**config.mk**
```make
export PLATFORM = sky130hd
export DESIGN_NAME = masked_gf256_share_alu
export DESIGN_NICKNAME = d
export VERILOG_FILES = /design/src/rtl/mgsa_pkg.sv /design/src/rtl/masked_gf256_share_alu.sv
export SDC_FILE = /design/constraint.sdc
export NUM_CORES = 2
export LEC_CHECK = 0
export ABC_AREA = 1
export BUFFER_PORTS_ARGS = -buffer_cell sky130_fd_sc_hd__buf_4
export CAP_MARGIN = 20
export CORE_MARGIN = 5
export CORE_UTILIZATION = 55
export CTS_BUF_LIST = sky130_fd_sc_hd__clkbuf_8
export DETAILED_ROUTE_END_ITERATION = 7
export PLACE_DENSITY = 0.76
export SYNTH_ARGS = -nofsm -noshare
export SYNTH_HDL_FRONTEND = slang
export SYNTH_SLANG_ARGS = --single-unit
```
**constraint.sdc**
```tcl
create_clock -name clk -period 7.5 [get_ports clk]
set_input_delay 1.875 -clock clk [delete_from_list [all_inputs] [get_ports clk]]
set_output_delay 1.875 -clock clk [all_outputs]
set_load 0.01 [all_outputs]
```
**src/rtl/mgsa_pkg.sv**
```systemverilog
// package: types, opcodes and gf(2^8) helpers for the masked share alu
package mgsa_pkg;

  typedef enum logic [2:0] {
    OP_ADD      = 3'd0,
    OP_SQUARE   = 3'd1,
    OP_MULTIPLY = 3'd2,
    OP_INVERSE  = 3'd3,
    OP_REFRESH  = 3'd4,
    OP_EXPAND   = 3'd5,
    OP_COLLAPSE = 3'd6,
    OP_UNUSED   = 3'd7
  } opcode_t;

  typedef struct packed {
    logic [2:0]  opcode;
    logic [23:0] a_shares;
    logic [23:0] b_shares;
    logic [7:0]  plain_value;
    logic [63:0] random_low;
    logic [63:0] random_high;
  } in_word_t;

  typedef struct packed {
    logic [23:0] result_shares;
    logic [7:0]  plain_result;
  } out_word_t;

  // gf(2^8) product reduced by x^8+x^4+x^3+x+1
  function automatic logic [7:0] gf_mul(input logic [7:0] x, input logic [7:0] y);
    logic [7:0] a;
    logic [7:0] p;
    a = x;
    p = 8'h00;
    for (int i = 0; i < 8; i++) begin
      if (y[i]) p = p ^ a;
      a = {a[6:0], 1'b0} ^ (a[7] ? 8'h1B : 8'h00);
    end
    return p;
  endfunction

  // squaring is linear; here it is the field product of x with itself
  function automatic logic [7:0] gf_sq(input logic [7:0] x);
    return gf_mul(x, x);
  endfunction

endpackage

```
**src/rtl/masked_gf256_share_alu.sv**
```systemverilog
// top level: pipelined masked gf(2^8) share alu
//
// channel | ports                      | timing
// in      | start, busy, in_word       | word taken when start && !busy
// out     | done, out_word             | done high one cycle per word
//
// one word enters per cycle; busy stays low, so the pipe never stalls.
// each isw product of the inverse chain has its own register stage, with
// squaring, refresh, x^16 and output stages around them.
// reset (rst, synchronous) clears the stage valid bits only.
module masked_gf256_share_alu #(
  parameter int NUM_SHARES = 3
) (
  input  logic               clk,
  input  logic               rst,
  input  logic               start,
  output logic               busy,
  input  mgsa_pkg::in_word_t  in_word,
  output logic               done,
  output mgsa_pkg::out_word_t out_word
);
  import mgsa_pkg::*;

  localparam int NS = NUM_SHARES;
  localparam int NP = NS * (NS - 1) / 2;
  localparam int NST = 8;

  typedef logic [NS-1:0][7:0] sh_t;

  // per-stage state
  logic [NST-1:0] vld;
  opcode_t        op   [NST];
  sh_t            a    [NST];
  sh_t            y    [NST];
  sh_t            w    [NST];
  sh_t            z    [NST];
  logic [7:0]     pl   [NST];
  logic [127:0]   rnd  [NST];
  logic [7:0]     plain_q;

  // isw masked product using pair randoms starting at byte base
  function automatic sh_t isw(input sh_t x, input sh_t v, input logic [127:0] r,
                              input int base);
    sh_t o;
    logic [7:0] m [NS][NS];
    int k;
    k = base;
    for (int i = 0; i < NS; i++) begin
      for (int j = i + 1; j < NS; j++) begin
        m[i][j] = r[8*k +: 8];
        m[j][i] = r[8*k +: 8] ^ gf_mul(x[i], v[j]) ^ gf_mul(x[j], v[i]);
        k++;
      end
    end
    for (int i = 0; i < NS; i++) begin
      o[i] = gf_mul(x[i], v[i]);
      for (int j = 0; j < NS; j++)
        if (j != i) o[i] = o[i] ^ m[i][j];
    end
    return o;
  endfunction

  function automatic sh_t remask(input sh_t s, input logic [127:0] r, input int base);
    sh_t o;
    o = s;
    for (int i = 1; i < NS; i++) begin
      o[i] = o[i] ^ r[8*(base+i-1) +: 8];
      o[0] = o[0] ^ r[8*(base+i-1) +: 8];
    end
    return o;
  endfunction

  function automatic sh_t sq_all(input sh_t s);
    sh_t o;
    for (int i = 0; i < NS; i++) o[i] = gf_sq(s[i]);
    return o;
  endfunction

  function automatic sh_t pow16_all(input sh_t s);
    sh_t o;
    for (int i = 0; i < NS; i++) o[i] = gf_sq(gf_sq(gf_sq(gf_sq(s[i]))));
    return o;
  endfunction

  sh_t ain, bin;
  always_comb begin
    for (int i = 0; i < NS; i++) begin
      ain[i] = in_word.a_shares[8*i +: 8];
      bin[i] = in_word.b_shares[8*i +: 8];
    end
  end

  assign busy = 1'b0;

  // valid bits
  always_ff @(posedge clk) begin
    if (rst) begin
      vld <= '0;
    end else begin
      vld <= {vld[NST-2:0], start};
    end
  end

  // stage 0: capture, square into z, refresh z
  always_ff @(posedge clk) begin
    op[0]  <= opcode_t'(in_word.opcode);
    a[0]   <= ain;
    y[0]   <= bin;
    pl[0]  <= in_word.plain_value;
    rnd[0] <= {in_word.random_high, in_word.random_low};
    z[0]   <= remask(sq_all(ain), {in_word.random_high, in_word.random_low}, 0);
    w[0]   <= '0;
  end

  // stage 1: single ops done here; inverse gets x^3
  always_ff @(posedge clk) begin
    op[1] <= op[0]; a[1] <= a[0]; pl[1] <= pl[0]; rnd[1] <= rnd[0]; z[1] <= z[0];
    w[1] <= w[0];
    case (op[0])
      OP_ADD:      y[1] <= a[0] ^ y[0];
      OP_SQUARE:   y[1] <= sq_all(a[0]);
      OP_MULTIPLY: y[1] <= isw(a[0], y[0], rnd[0], 0);
      OP_INVERSE:  y[1] <= isw(z[0], a[0], rnd[0], NS - 1);
      OP_REFRESH:  y[1] <= remask(a[0], rnd[0], 0);
      default:     y[1] <= '0;
    endcase
  end

  // stage 2: w = refresh(y^4)
  always_ff @(posedge clk) begin
    op[2] <= op[1]; a[2] <= a[1]; pl[2] <= pl[1]; rnd[2] <= rnd[1]; z[2] <= z[1];
    y[2] <= y[1];
    w[2] <= remask(sq_all(sq_all(y[1])), rnd[1], NS - 1 + NP);
  end

  // stage 3: x^15
  always_ff @(posedge clk) begin
    op[3] <= op[2]; a[3] <= a[2]; pl[3] <= pl[2]; rnd[3] <= rnd[2]; z[3] <= z[2];
    w[3] <= w[2];
    y[3] <= (op[2] == OP_INVERSE) ? isw(y[2], w[2], rnd[2], 2*(NS-1) + NP) : y[2];
  end

  // stage 4: x^240
  always_ff @(posedge clk) begin
    op[4] <= op[3]; a[4] <= a[3]; pl[4] <= pl[3]; rnd[4] <= rnd[3]; z[4] <= z[3];
    w[4] <= w[3];
    y[4] <= (op[3] == OP_INVERSE) ? pow16_all(y[3]) : y[3];
  end

  // stage 5: x^252
  always_ff @(posedge clk) begin
    op[5] <= op[4]; a[5] <= a[4]; pl[5] <= pl[4]; rnd[5] <= rnd[4]; z[5] <= z[4];
    w[5] <= w[4];
    y[5] <= (op[4] == OP_INVERSE) ? isw(y[4], w[4], rnd[4], 2*(NS-1) + 2*NP) : y[4];
  end

  // stage 6: x^254
  always_ff @(posedge clk) begin
    op[6] <= op[5]; a[6] <= a[5]; pl[6] <= pl[5]; rnd[6] <= rnd[5]; z[6] <= z[5];
    w[6] <= w[5];
    y[6] <= (op[5] == OP_INVERSE) ? isw(y[5], z[5], rnd[5], 2*(NS-1) + 3*NP) : y[5];
  end

  // stage 7: expand and collapse, output word
  sh_t        exp_sh;
  logic [7:0] col;
  always_comb begin
    exp_sh = '0;
    exp_sh[NS-1] = pl[6];
    for (int i = 0; i < NS - 1; i++) begin
      exp_sh[i] = rnd[6][8*i +: 8];
      exp_sh[NS-1] = exp_sh[NS-1] ^ rnd[6][8*i +: 8];
    end
    col = 8'h00;
    for (int i = 0; i < NS; i++) col = col ^ a[6][i];
  end

  always_ff @(posedge clk) begin
    op[7] <= op[6];
    case (op[6]) inside
      OP_EXPAND: y[7] <= exp_sh;
      OP_COLLAPSE, OP_UNUSED: y[7] <= '0;
      default: y[7] <= y[6];
    endcase
    plain_q <= (op[6] == OP_COLLAPSE) ? col : 8'h00;
  end

  always_comb begin
    out_word = '0;
    out_word.result_shares[8*NS-1:0] = y[7];
    out_word.plain_result = plain_q;
  end
  assign done = vld[NST-1];

  // checks
  a_lat: assert property (@(posedge clk) disable iff (rst)
    start |-> ##8 done) else $error("word lost in pipe");
  a_noinv: assert property (@(posedge clk) disable iff (rst)
    done |-> (vld[NST-1] == 1'b1)) else $error("done without valid");
  a_col: assert property (@(posedge clk) disable iff (rst)
    (done && op[7] != OP_COLLAPSE) |-> out_word.plain_result == 8'h00)
    else $error("plain result leaked");
endmodule

```
# Word-level counts from Yosys, hierarchy flattened
# Memories as Yosys holds them, arrays and structs flattened.
# Index checks and enable logic that the tools add are counted.
# Widths: inputs -> output; s select.
[classes]
n_addsub = 0
mul = 0
div_mod_pow = 0
n_lt_le_gt_ge = 0
n_eq_ne = 11
shifts = 0
mux = 1014
bitwise = 819
n_reduce_logical = 3
[op_table]
columns = ["operator", "count"]
rows = [
  ["$mux 8", 732],
  ["$xor 8x8->8", 559],
  ["$xor 8x5->8", 252],
  ["$mux 5", 252],
  ["$mux 24", 11],
  ["$xor 24x24->24", 1],
  ["$mux 1", 19],
  ["$eq 3x2->1 const B", 6],
  ["$eq 3x3->1 const B", 4],
  ["$or 1x1->1", 7],
  ["$reduce_or 5->1", 1],
  ["$eq 3x1->1 const B", 1],
  ["$logic_not 3->1", 1],
  ["$reduce_or 2->1", 1],
]
[word_totals]
reg_bits = 16
latch_bits = 0
ramBits = 1880
mem_bits_ro = 0
in_bits = 190
wordCells = 1856
mem_count = 7
[mem_list]
columns = ["memory", "words", "width", "rd", "rd_ports_with_merged_regs", "wr", "line_no", "rtl"]
rows = [
  ["rnd", 8, 128, 7, 0, 7, "masked_gf256_share_alu.sv:38", "logic [127:0] rnd [NST];"],
  ["a", 8, 24, 7, 0, 7, "masked_gf256_share_alu.sv:33", "sh_t a [NST];"],
  ["w", 8, 24, 5, 0, 7, "masked_gf256_share_alu.sv:35", "sh_t w [NST];"],
  ["y", 8, 24, 8, 0, 8, "masked_gf256_share_alu.sv:34", "sh_t y [NST];"],
  ["z", 8, 24, 6, 0, 7, "masked_gf256_share_alu.sv:36", "sh_t z [NST];"],
  ["pl", 8, 8, 7, 0, 7, "masked_gf256_share_alu.sv:37", "logic [7:0] pl [NST];"],
  ["1 more memories", "n/a", "n/a", "n/a", "n/a", "n/a", "n/a", ""],
]

# Longest topological paths before layout
# An unclocked memory read counts as a cell.
[logic_depth]
depth_word = 66
depth_mapped = 58

# Worst setup path after synthesis
# No wires, ideal clock.
[synth_path]
path_type = "flip-flop to flip-flop"
start = "memory y[0][94] (netlist name)"
end = "memory y[1][17] (netlist name)"
arrival_time_ns = 5.548
t_required_ns = 7.387
slack_ns = 1.839
path_stages_with_launch = 51
path_buffers = 5
period_less_slack_ns = 5.661
cell_sequence = "dfxtp_1 -> buf_2 -> nor2_1 -> nor2_4 -> nand2_2 -> nand2_4 -> nand3b_1 -> nand2_1 -> inv_1 -> nand2_1 -> nand2_1 -> nand2_1 -> nand2_2 -> buf_6 -> ha_1 -> inv_1 -> nand3_1 -> nand2_1 -> [15 not listed] -> nand2_1 -> nand2_1 -> nand2_4 -> inv_2 -> clkbuf_1 -> ha_1 -> inv_1 -> nand2_1 -> nand2_1 -> nand2_1 -> xor2_1 -> nand2_1 -> nand2_1 -> nand2_1 -> nand2_1 -> or2_1 -> nand3_1 -> nand2_1"
[synth_rtl]
columns = ["item", "line_no"]
rows = [
  ["start: declaration", "masked_gf256_share_alu.sv:34"],
]

==> summary.md <==
The run finished with clean final reports. Library cell used as clock root buffer: sky130_fd_sc_hd__clkbuf_8. Global routing used 33.61% of the available tracks across all layers. After detailed routing, the average wire length per cell comes to 19.03 µm. At the worst endpoint, the required time is 8330 ps.

In this run, the number of DRC markers left after iteration 0 of detailed routing was 11110. The H-tree was split into 4 levels. The clock reaches the later pin of the worst-skew pair after 990 ps. The total via count in the routed design came out at 91610. For this design, the slowest cell found on the critical path is sky130_fd_sc_hd__dfxtp_1. After synthesis, the netlist uses 50 different library cells. The most critical setup path has its startpoint at y[0][73]$_DFF_P_. The tools report the leftover overflow at the end of global routing as 0.

Counting tap cells, the placed design contains a total of 16730 instances. The number of antenna violations at the first check in global routing was 25; the minimum clock period after layout was 6634 ps. The hold violation count in the final report is 0, and the slew at the pin closest to its max-slew limit is 1220 ps.

The maximum clock frequency was 150.7 MHz; the worst-case clock skew was 69.22 ps. In this run, CTS created clock tree buffers numbering 181. The kind of end point of the critical path was a register.

The fraction of the cycle the final worst path needs works out to 88.45%. The worst slew slack as a fraction of its limit is 17.80%. HPWL after detailed placement: 229300 µm. Of all flip-flops after synthesis, the portion carrying an async set or reset was 0%. The floorplan step defined a core boundary enclosing 176500 µm².

Synthesis handed over a netlist of 14540 instances. Number of iterations in the first detailed-routing pass: 8. The cell area after technology mapping came out at 97870 µm². Hold repair after CTS inserted 0 buffers. The first global-routing pass estimated 493600 µm of wire. The total of endpoints with negative setup slack in the final report was 0; the number of DRC violations after detailed routing was 0.

Yosys mapped a number of flops with a built-in enable equal to 48. For the final routed database, the setup TNS stands at 0 ps. After clock tree synthesis, the clock-pin slew on the worst setup and hold paths is 60 ps.

Once layout is complete, the cells apart from fillers number 17080. The number of standard-cell rows in the floorplan was 154; the share of the synthesized area in the top cell type was 23.01%. In this run, synthesis produced a sequential element count of 1173. The largest single stage delay on the critical path is 700 ps. Max-cap violations in this run came to 0. The startpoint identified for the worst register-to-register timing path is y[0][73]$_DFF_P_. The worst endpoint data arrival time is 7470 ps, and the highest net fanout along the worst path is 16.

The logs give 0 for the final max-slew violation count and 24.48% for the sequential-to-total area share from yosys stat. The category of the worst setup path launch point was a register. Setup repair after global routing left no endpoint under its margin.

Port buffering added 222 buffers. Yosys printed 0 warnings. For the number of placed I/O pins, the log shows 224.

Summed over all layers, the routed wires come to 325000 µm. The area growth from synthesis to layout is 7.970%. Post-detailed-route via-to-cell ratio: 5.365. TritonCTS built the clock tree. The run gives 1.057 as the weighted congestion at the end of routability-driven global placement.

The run gives 55.45% as the initial core utilization. The critical path class is register to register. A synthesized cell averages 6.733 µm².

The number of global-route vias before repair is 84280. Counting stages on the worst path, the most repeated cell is sky130_fd_sc_hd__nand2_1. The largest total area in the synthesized netlist belongs to sky130_fd_sc_hd__dfxtp_1.

The full die area is 186500 µm², and the number of clock sinks is 1173. In the final layout, the share of cells above drive strength 1 is 7.745%. Measured along the y axis, the die boundary spans 431.8 µm.

Entering global routing, the biggest net connects 49 pins. Net count reported at finish: 14790. The tools report the start point of the worst hold path as rnd[1][61]$_DFF_P_. Once detail routing completed, the nets flagged for antenna violations numbered 0.

In this run the worst hold path is classified as register to register. After synthesis, the cell types taking the most area are sky130_fd_sc_hd__dfxtp_1 23%, sky130_fd_sc_hd__xor2_1 21%, sky130_fd_sc_hd__nand2_1 19%. The tools report the largest buffer count on any clock path as 3.

Measured along the x axis, the die boundary spans 431.8 µm. The most used flip-flop cell after synthesis is sky130_fd_sc_hd__dfxtp_1.
final timing paths:
path         cells after the start  slack, ps                  to
max reg2reg                     42        870     y[1][7]$_DFF_P_
max                             42        870     y[1][7]$_DFF_P_
min reg2reg                      0        300  rnd[2][61]$_DFF_P_
min                              0        300  rnd[2][61]$_DFF_P_
metal layers:
| metal | up-vias | GRT usage [%] | wire, µm |
|---|---|---|---|
| met5 | - | 0 | 60 |
| met4 | 10 | 22.55 | 25570 |
| met3 | 1352 | 7.671 | 37150 |
| met2 | 5163 | 50.54 | 135400 |
| met1 | 41200 | 43.01 | 126800 |
| li1 | 43890 | - | - |
registers in the layout (all words and copies together), names as in the netlist:
| register | cells |
|---|---|
| vld | 8 |
| z | 144 |
| plain_q | 8 |
| y | 192 |
| w | 72 |
| op | 21 |
| a | 168 |
| rnd | 504 |
| pl | 56 |
layout make-up:
cell class | count | area [µm²]
Timing Repair Buffer | 433 | 3251
Tap cell | 2340 | 2928
Fill cell | 16540 | 70830
Sequential cell | 1173 | 23980
Inverter | 972 | 3674
Multi-Input combinational cell | 11820 | 67700
Clock inverter | 106 | 1076
Antenna cell | 15 | 37.54
Clock buffer | 220 | 3028
what timing repair did:
| action | 4_1_cts | 5_1_grt |
|---|---|---|
| setup endpoints to repair | 0 | 2 |
| gates resized for setup | 0 | 1 |
| buffers inserted | 0 | 0 |
metrics by stage:
stage          cell area (µm²)  util [%]  setup WS [ps]  hold WS, ps
4_1_cts                 105600     59.85          868.7        294.8
3_5_place_dp            101500     57.52          910.2        312.1
2_1_floorplan            98050         -           1839        309.6
5_1_grt                 105700     59.87          15.42        299.4
3_3_place_gp            101500     57.52           1083        309.7
6_report                105700     59.87          866.1        297.4
layout by cell type (no fill, tap or decap), types with 13 or more instances in the layout:
master,n
sky130_fd_sc_hd__xor2_1,2327
sky130_fd_sc_hd__or2_2,56
sky130_fd_sc_hd__edfxtp_1,48
sky130_fd_sc_hd__nand4_1,51
sky130_fd_sc_hd__inv_2,83
sky130_fd_sc_hd__buf_4,432
sky130_fd_sc_hd__nand3_2,28
sky130_fd_sc_hd__o21ai_1,30
sky130_fd_sc_hd__ha_1,27
sky130_fd_sc_hd__nand2_4,39
sky130_fd_sc_hd__nand3_1,731
sky130_fd_sc_hd__nor2_1,1369
sky130_fd_sc_hd__nand3b_1,45
sky130_fd_sc_hd__o311ai_0,13
sky130_fd_sc_hd__bufinv_16,14
sky130_fd_sc_hd__clkinv_1,40
sky130_fd_sc_hd__a21oi_1,79
sky130_fd_sc_hd__o211ai_1,19
sky130_fd_sc_hd__diode_2,15
sky130_fd_sc_hd__nand2_1,4829
sky130_fd_sc_hd__o21ai_0,229
sky130_fd_sc_hd__clkbuf_8,220
sky130_fd_sc_hd__xnor2_1,1644
sky130_fd_sc_hd__conb_1,49
sky130_fd_sc_hd__dfxtp_1,1115
sky130_fd_sc_hd__inv_1,881
sky130_fd_sc_hd__clkinv_2,28
sky130_fd_sc_hd__nand2_2,171
critical path, delay by kind of cell, from the launching register on:
| kind | cells | cell delay [ps] |
|---|---|---|
| AO/OA/AOI/OAI | 2 | 300 |
| XOR/XNOR | 1 | 140 |
| adder cells (fa/ha/maj) | 3 | 1160 |
| buffers and inverters | 7 | 780 |
| flip-flops | 1 | 700 |
| AND/OR/NAND/NOR | 29 | 3350 |
cell usage after synthesis (28+ instances only):
| cell | number |
|---|---|
| sky130_fd_sc_hd__nand2_1 | 4829 |
| sky130_fd_sc_hd__xor2_1 | 2327 |
| sky130_fd_sc_hd__xnor2_1 | 1644 |
| sky130_fd_sc_hd__nor2_1 | 1370 |
| sky130_fd_sc_hd__dfxtp_1 | 1125 |
| sky130_fd_sc_hd__inv_1 | 841 |
| sky130_fd_sc_hd__nand3_1 | 731 |
| sky130_fd_sc_hd__clkbuf_1 | 428 |
| sky130_fd_sc_hd__o21ai_0 | 229 |
| sky130_fd_sc_hd__nand2_2 | 171 |
| sky130_fd_sc_hd__buf_1 | 93 |
| sky130_fd_sc_hd__inv_2 | 83 |
| sky130_fd_sc_hd__a21oi_1 | 79 |
| sky130_fd_sc_hd__or2_2 | 56 |
| sky130_fd_sc_hd__buf_4 | 52 |
| sky130_fd_sc_hd__nand4_1 | 51 |
| sky130_fd_sc_hd__edfxtp_1 | 48 |
| sky130_fd_sc_hd__nand3b_1 | 45 |
| sky130_fd_sc_hd__clkinv_1 | 40 |
| sky130_fd_sc_hd__nand2_4 | 39 |
| sky130_fd_sc_hd__o21ai_1 | 30 |
| sky130_fd_sc_hd__buf_2 | 29 |
| sky130_fd_sc_hd__nand3_2 | 28 |
cell families (layout without fill, tap and decap cells):
family	count (synthesis)	count (layout)	synth area share [%]
AND/OR/NAND/NOR	7355	7355	30.67
XOR/XNOR	3981	3981	35.70
buffers and inverters	1594	1731	6.529
flip-flops	1173	1173	24.48
AO/OA/AOI/OAI	402	402	2.240
adder cells (fa/ha/maj)	27	27	0.3452
other	2	64	0.007673
multiplexers	2	2	0.02045
Power is not shown: default switching activity piles up to over one toggle a cycle in this logic, so the estimate is an artifact.
